**config.mk**
```make
export PLATFORM = sky130hd
export DESIGN_NAME = circular_queue_with_replace
export DESIGN_NICKNAME = d
export VERILOG_FILES = /design/src/rtl/cqr_pkg.sv /design/src/rtl/cqr_cell.sv /design/src/rtl/circular_queue_with_replace.sv
export SDC_FILE = /design/constraint.sdc
export NUM_CORES = 1
export LEC_CHECK = 0
export CAP_MARGIN = 30
export CELL_PAD_IN_SITES_DETAIL_PLACEMENT = 0
export CELL_PAD_IN_SITES_GLOBAL_PLACEMENT = 1
export CORE_MARGIN = 10
export CORE_UTILIZATION = 50
export DETAILED_ROUTE_END_ITERATION = 8
export DONT_BUFFER_PORTS = 1
export PLACE_DENSITY = 0.81
export SLEW_MARGIN = 20
export SYNTH_ARGS = -nofsm -noshare
export SYNTH_HDL_FRONTEND = slang
export SYNTH_SLANG_ARGS = --single-unit
```
**constraint.sdc**
```tcl
create_clock -name aclk -period 3.1 [get_ports aclk]
set_input_delay 0.155 -clock aclk [delete_from_list [all_inputs] [get_ports aclk]]
set_output_delay 0.155 -clock aclk [all_outputs]
set_load 0.01 [all_outputs]
```
**src/rtl/cqr_pkg.sv**
```systemverilog
// Shared types and constants for the circular queue with replace.
// Used by cqr_cell and circular_queue_with_replace; depends on nothing else.
package cqr_pkg;

    // Number of cells in the row, the largest capacity the queue can take.
    localparam int Depth = 16;
    // Width of a fill count that can hold 0 through Depth.
    localparam int CntW = $clog2(Depth + 1);
    // Widths fixed by the request and result fields.
    localparam int WordW = 32;
    localparam int FuncW = 2;
    localparam int StatW = 2;
    localparam int CapW  = 5;
    localparam logic [CapW-1:0] CapReset = CapW'(16);

    // Request kinds.
    localparam logic [FuncW-1:0] FUNC_INSERT  = 2'd0;
    localparam logic [FuncW-1:0] FUNC_REMOVE  = 2'd1;
    localparam logic [FuncW-1:0] FUNC_PEEK    = 2'd2;
    localparam logic [FuncW-1:0] FUNC_REPLACE = 2'd3;

    // Result status codes.
    localparam logic [StatW-1:0] STAT_OK        = 2'd0;
    localparam logic [StatW-1:0] STAT_OVERFLOW  = 2'd1;
    localparam logic [StatW-1:0] STAT_EMPTY     = 2'd2;
    localparam logic [StatW-1:0] STAT_NOT_FOUND = 2'd3;

    // Per-cell control: shift takes the neighbor's word, load takes the broadcast word.
    typedef struct packed {
        logic shift;
        logic load;
    } cell_ctrl_t;

endpackage

```
**src/rtl/cqr_cell.sv**
```systemverilog
// One storage cell of the queue row: holds one word, moves toward the head.
// Depends on cqr_pkg for the word width and the control struct.
module cqr_cell
    import cqr_pkg::*;
(
    input  logic                    aclk,
    input  cell_ctrl_t              ctrl,
    input  logic signed [WordW-1:0] load_word,
    input  logic signed [WordW-1:0] nbr_word,
    output logic signed [WordW-1:0] word
);

    logic signed [WordW-1:0] word_reg;
    logic signed [WordW-1:0] word_next;

    // A load wins over a shift; otherwise the cell holds its word.
    always_comb begin
        if (ctrl.load) begin
            word_next = load_word;
        end else if (ctrl.shift) begin
            word_next = nbr_word;
        end else begin
            word_next = word_reg;
        end
    end

    always_ff @(posedge aclk) begin
        word_reg <= word_next;
    end

    assign word = word_reg;

endmodule

```
**src/rtl/circular_queue_with_replace.sv**
```systemverilog
// Top level of the circular queue with replace: control, fill count and result register.
// Depends on cqr_pkg and instantiates one cqr_cell per queue slot.
//
// Usage:
// Requests arrive on the s_ channel (s_func, s_data_word, s_match_word) with
// s_valid/s_ready, and each gives exactly one result on the m_ channel
// (m_status, m_read_word) with m_valid/m_ready. The words live in a row of
// cells kept in queue order, with the head in cell 0.
// Insert, remove, peek and the empty and overflow error results appear in
// the cycle after the item is accepted. A replace on a non-empty queue
// rotates the live words once around the row, one cell per cycle, so its
// result appears in the cycle after the last walk step. The queue takes
// one item at a time: a new item is accepted once the previous one has
// finished and the result register is free or is being emptied in the same
// cycle, so insert, remove and peek items can follow one per cycle, and a
// stalled receiver holds the result and blocks further input.
// cfg_wen with cfg_wdata sets the capacity (0 acts as 1, above 16 acts as
// 16) and empties the queue. Reset empties the queue, sets the capacity to
// 16 and clears the result channel; the stored words are not cleared.
module circular_queue_with_replace
    import cqr_pkg::*;
(
    input  logic                    aclk,
    input  logic                    aresetn,
    input  logic                    cfg_wen,
    input  logic [CapW-1:0]         cfg_wdata,
    input  logic                    s_valid,
    output logic                    s_ready,
    input  logic [FuncW-1:0]        s_func,
    input  logic signed [WordW-1:0] s_data_word,
    input  logic signed [WordW-1:0] s_match_word,
    output logic                    m_valid,
    input  logic                    m_ready,
    output logic [StatW-1:0]        m_status,
    output logic signed [WordW-1:0] m_read_word
);

    localparam logic ST_IDLE = 1'b0;
    localparam logic ST_WALK = 1'b1;

    logic                    state_reg, state_next;
    logic [CapW-1:0]         cap_reg, cap_next;
    logic [CntW-1:0]         count_reg, count_next;
    logic [CntW-1:0]         steps_reg, steps_next;
    logic                    found_reg, found_next;
    logic signed [WordW-1:0] new_word_reg, new_word_next;
    logic signed [WordW-1:0] match_reg, match_next;
    logic                    m_valid_reg, m_valid_next;
    logic [StatW-1:0]        status_reg, status_next;
    logic signed [WordW-1:0] read_reg, read_next;

    logic [CntW-1:0]         cap_eff;
    logic                    accept;
    logic                    hit;
    logic signed [WordW-1:0] wrap_word;
    logic                    shift_all;
    logic                    load_en;
    logic [CntW-1:0]         load_pos;
    logic signed [WordW-1:0] load_word;
    logic signed [WordW-1:0] cell_word [Depth];

    // Capacity in use: the register clamped to one through Depth.
    always_comb begin
        if (cap_reg == '0) begin
            cap_eff = CntW'(1);
        end else if (32'(cap_reg) > 32'(Depth)) begin
            cap_eff = CntW'(Depth);
        end else begin
            cap_eff = CntW'(cap_reg);
        end
    end

    assign s_ready = (state_reg == ST_IDLE) && (!m_valid_reg || m_ready);
    assign accept  = s_valid && s_ready;

    // Walk step: compare the head word, send it (or its replacement) to the tail.
    assign hit       = !found_reg && (cell_word[0] == match_reg);
    assign wrap_word = hit ? new_word_reg : cell_word[0];

    // Sequencer, fill count and result register.
    always_comb begin
        state_next    = state_reg;
        cap_next      = cap_reg;
        count_next    = count_reg;
        steps_next    = steps_reg;
        found_next    = found_reg;
        new_word_next = new_word_reg;
        match_next    = match_reg;
        m_valid_next  = m_valid_reg && !m_ready;
        status_next   = status_reg;
        read_next     = read_reg;
        shift_all     = 1'b0;
        load_en       = 1'b0;
        load_pos      = count_reg;
        load_word     = s_data_word;

        case (state_reg)
            ST_IDLE: begin
                if (accept) begin
                    m_valid_next = 1'b1;
                    status_next  = STAT_OK;
                    read_next    = '0;
                    case (s_func)
                        FUNC_INSERT: begin
                            if (count_reg == cap_eff) begin
                                status_next = STAT_OVERFLOW;
                            end else begin
                                load_en    = 1'b1;
                                count_next = count_reg + CntW'(1);
                            end
                        end
                        FUNC_REMOVE: begin
                            if (count_reg == '0) begin
                                status_next = STAT_EMPTY;
                            end else begin
                                read_next  = cell_word[0];
                                shift_all  = 1'b1;
                                count_next = count_reg - CntW'(1);
                            end
                        end
                        FUNC_PEEK: begin
                            if (count_reg == '0) begin
                                status_next = STAT_EMPTY;
                            end else begin
                                read_next = cell_word[0];
                            end
                        end
                        FUNC_REPLACE: begin
                            if (count_reg == '0) begin
                                status_next = STAT_EMPTY;
                            end else begin
                                m_valid_next  = 1'b0;
                                state_next    = ST_WALK;
                                steps_next    = count_reg;
                                found_next    = 1'b0;
                                new_word_next = s_data_word;
                                match_next    = s_match_word;
                            end
                        end
                        default: begin
                            status_next = STAT_OK;
                        end
                    endcase
                end
            end
            ST_WALK: begin
                // Rotate the live words by one; after count steps the order is restored.
                shift_all  = 1'b1;
                load_en    = 1'b1;
                load_pos   = count_reg - CntW'(1);
                load_word  = wrap_word;
                found_next = found_reg || hit;
                steps_next = steps_reg - CntW'(1);
                if (steps_reg == CntW'(1)) begin
                    state_next   = ST_IDLE;
                    m_valid_next = 1'b1;
                    status_next  = (found_reg || hit) ? STAT_OK : STAT_NOT_FOUND;
                    read_next    = '0;
                end
            end
            default: begin
                state_next = ST_IDLE;
            end
        endcase

        // A capacity write empties the queue.
        if (cfg_wen) begin
            cap_next   = cfg_wdata;
            count_next = '0;
        end
    end

    always_ff @(posedge aclk) begin
        if (!aresetn) begin
            state_reg   <= ST_IDLE;
            cap_reg     <= CapReset;
            count_reg   <= '0;
            m_valid_reg <= 1'b0;
        end else begin
            state_reg   <= state_next;
            cap_reg     <= cap_next;
            count_reg   <= count_next;
            m_valid_reg <= m_valid_next;
        end
    end

    always_ff @(posedge aclk) begin
        steps_reg    <= steps_next;
        found_reg    <= found_next;
        new_word_reg <= new_word_next;
        match_reg    <= match_next;
        status_reg   <= status_next;
        read_reg     <= read_next;
    end

    // Row of cells; cell i takes its word from cell i+1 on a shift.
    genvar gi;
    generate
        for (gi = 0; gi < Depth; gi++) begin : g_cell
            cell_ctrl_t              ctrl;
            logic signed [WordW-1:0] nbr;

            assign ctrl.shift = shift_all;
            assign ctrl.load  = load_en && (load_pos == CntW'(gi));

            if (gi < Depth - 1) begin : g_mid
                assign nbr = cell_word[gi+1];
            end else begin : g_last
                assign nbr = '0;
            end

            cqr_cell u_cell (
                .aclk      (aclk),
                .ctrl      (ctrl),
                .load_word (load_word),
                .nbr_word  (nbr),
                .word      (cell_word[gi])
            );
        end
    endgenerate

    assign m_valid     = m_valid_reg;
    assign m_status    = status_reg;
    assign m_read_word = read_reg;

    // The fill count never exceeds the capacity in use.
    a_count_le_cap: assert property (@(posedge aclk) disable iff (!aresetn)
        count_reg <= cap_eff)
        else $error("fill count above capacity");

    // No new item is taken while a replace walk is running.
    a_no_accept_walk: assert property (@(posedge aclk) disable iff (!aresetn)
        (state_reg == ST_WALK) |-> !s_ready)
        else $error("input ready during walk");

    // The result register stays empty until the walk delivers its result.
    a_no_result_walk: assert property (@(posedge aclk) disable iff (!aresetn)
        (state_reg == ST_WALK) |-> !m_valid_reg)
        else $error("result pending during walk");

    // A successful insert grows the count by one.
    a_insert_count: assert property (@(posedge aclk) disable iff (!aresetn)
        (accept && (s_func == FUNC_INSERT) && (count_reg != cap_eff) && !cfg_wen)
        |=> (count_reg == $past(count_reg) + CntW'(1)))
        else $error("insert did not grow the count");

    // A walk never outlasts the number of live words.
    a_walk_steps: assert property (@(posedge aclk) disable iff (!aresetn)
        (state_reg == ST_WALK) |-> ((steps_reg != '0) && (steps_reg <= count_reg)))
        else $error("walk step counter out of range");

endmodule

```
==> impl_results.md <==
* Worst Tran Pin Value at about 0.97 ns
* DR vias/cell at between 5 and 6
* Num CTS Buffers at 61
* Crit end category: register
* Placed cell count at between 2000 and 2500
* Syn Nets at 1751
* Clk_lat worst skew at between 0.6 and 0.7 ns
* Crit path max fanout at 33
* CORE AREA at 55100 um2
* Number of synthesized flops with an enable pin at 616
* Number of I/O pins at between 100 and 150
* Clock share of power at 0.418
* Worst vdd ir at about 0.41 mV
* Setup violators final at 0
* Max-slew violations at 0
* Flop2flop setup slack at between 0.15 and 0.2 ns
* Slew headroom at 0.354
* Clk buf depth at 3
* HP Start: s_valid
* Arr. time, crit path at 3.21 ns
* Congestion Overflow GR at 0
* Initial Util at 0.505
* Worst setup SP type: register
* GRT Resource Usage Total at 0.154
* PwrDens at between 500 and 600 nW/um2
* Synthesized flop and latch total at 628
* Worst setup startpoint: count_reg[1]
* Filler instances at ~3900
* Post-Synthesis Cells at 1667
* Vias in the first global route at 14600
* FF-to-FF path depth at 11
* Area grow syn2layout at 16.4%
* Minimum clock period at 2.94 ns
* Port buffer count at 0
* HP Class: input port to register
* # clock sinks at 628
* Worst r2r dst: g_cell[11].u_cell.word[1]
* Crit share post-route at 0.947
* H-tree depth at 2
* Antenna violations before repair at 0
* Primary FF master, synth: edfxtp_1
* Run status: complete, no violations
* Root Buffer Master: clkbuf_16
* Net Sw Frac at 0.206
* Drt total wl at about 51000 um
* Syn Area/Cell at approximately 17 um2
* Num rows at between 80 and 90
* Final hold violations at 0
* Die width at around 260 um
* Combinational Power Share at 0.047
* Max reg flops at between 500 and 600
* DP HPWL at between 30000 and 40000 um
* Lkg Pwr at 0.0112 uW
* First-pass GRT wire length at between 80000 and 90000 um
* Final net count at 1871
* Register area share after synthesis at 0.674
* Mapped Area at 27800 um2
* Synthesis Warnings at 0
* Worst Hold Depth at 4
* Final Worst Setup Slack at roughly 0.16 ns
* Vias at around 14000
* Skew final at around 0.024 ns
* Flop pwr share at 0.534
* Final Power at 17900 uW
* Worst R2R Start: count_reg[1]
* Post-placement setup slack at roughly 0.12 ns
* Required time worst endpoint at between 3 and 4 ns
* Layout cell share with drive strength beyond 1 at 0.329
* Net switching power at approximately 3700 uW
* Yosys cell types at 65
* # Post-CTS Setup Buffers at 0
* Post-route DRC at 0
* Max Clock Freq at 0.340 GHz
* Power Internal at ~14000 uW
* Post-synthesis async set-or-reset flop share at 0
* CTS tree: yes
* Area taken by multi-input logic gates at 8300 um2
* Non-Filler Instances at 2586
* Die span in y at 256 um
* Largest net degree at the start of global routing at just under 60
* Max cap viols at 0
* Initial DRC Count at about 870
* Final ANT Viol Nets at 0
* Drt wl/cell at just under 20 um
* Placer congestion estimate at 0.849
* Drt first pass iters at 4
* FF+latch area at between 15000 and 20000 um2
* Hold EP: count_reg[4]
* Worst-path clk slew at 0.06 ns
* Die footprint at 65500 um2
* Crit Path Class: register to register
-- critical path, stage by stage (launching register included) --
cell and delay (ns):
dfxtp_1 0.40, inv_1 0.09, ha_1 0.37, nor3b_1 0.22
a21oi_1 0.09, o22a_1 0.27, a311oi_2 0.21, buf_4 0.22
nand2_2 0.08, buf_12 0.22, nand2_2 0.06, buf_4 0.35
-- power by group through the flow --
stage | clock, uW | sequential (uW) | combinational [uW]
floorplan | 0 | 9710 | 453
global placement | 0 | 9740 | 728
detailed placement | 0 | 9740 | 752
CTS | 7660 | 9560 | 849
global route | 8010 | 9570 | 920
finish | 7480 | 9560 | 848
-- cells by family (layout without fill, tap and decap cells) --
family,Yosys count,count (layout),synth area share
compound gates,133,133,0.0417
xor+xnor,42,42,0.0138
fa+ha+maj,8,8,0.00360
buf+inv,147,317,0.0298
flops,628,628,0.674
mux,472,472,0.194
other cells,0,1,0
simple gates,237,237,0.0437
-- metrics by stage --
stage	TNS [ns]	hold WS, ns	utilization	instance area [um2]
global route	-0.0107	0.133	0.587	32400
global placement	0	0.220	0.536	29500
CTS	0	0.0358	0.587	32300
detailed placement	0	0.223	0.536	29500
floorplan	-56.43	0.217	-	27800
finish	0	0.0908	0.587	32400
-- cell type report --
cell class / instances / area share
sequential: 628 / 0.579
multi-input combinational: 892 / 0.257
timing repair buffer: 174 / 0.0688
clock buffer: 76 / 0.0508
tap: 748 / 0.0289
clock inverter: 37 / 0.0124
inverter: 30 / 0.00348
antenna: 1 / 0.0000773
-- per-layer routing --
metal | wire length, um | up-vias | share of wire | global-route usage
met4 | 1320 | 0 | 0.026 | 0.0551
met2 | 24400 | 353 | 0.48 | 0.252
met5 | 0 | - | 0 | 0
li1 | - | 6674 | - | -
met3 | 2330 | 95 | 0.046 | 0.0253
met1 | 22900 | 7145 | 0.45 | 0.205
-- cells in the mapped netlist, drive strengths merged, types with 12 or more instances --
library cell / n / area, um2
nor2: 83 / 312
a21oi: 12 / 63.8
nand2: 33 / 139
buf: 75 / 559
edfxtp: 616 / 18500
inv: 30 / 113
and2: 64 / 400
a31oi: 36 / 225
mux2: 451 / 5180
a32o: 14 / 140
nor3: 12 / 60.1
xor2: 34 / 305
mux2i: 21 / 210
dfxtp: 12 / 240
clkbuf: 42 / 158
o31a: 30 / 263
-- what timing repair did --
| action | CTS | global route |
|---|---|---|
| hold buffers | 78 | 0 |
| setup endpoints to repair | 0 | 68 |
| hold endpoints to repair | 76 | 0 |
| gates resized for setup | 0 | 1 |
-- layout by cell type (no fill, tap or decap), types with 35 or more instances in the layout --
master         count
a31oi_1           35
buf_4             38
edfxtp_1         616
nor2_1            83
mux2_1            84
mux2_2           340
buf_12            58
and2_1            64
dlygate4sd3_1     78
clkbuf_16         61
-- worst max-delay path by stage --
stage,slack [ns],to
3_3_place_gp,0.19,g_cell[5].u_cell.word[5]
3_5_place_dp,0.12,g_cell[5].u_cell.word[1]
4_1_cts,0.09,g_cell[5].u_cell.word[25]
6_report,0.16,g_cell[11].u_cell.word[1]
2_1_floorplan,-0.21,g_cell[7].u_cell.word[0]
5_1_grt,-0.009,g_cell[5].u_cell.word[25]
Power figures use the tool's default switching activity.
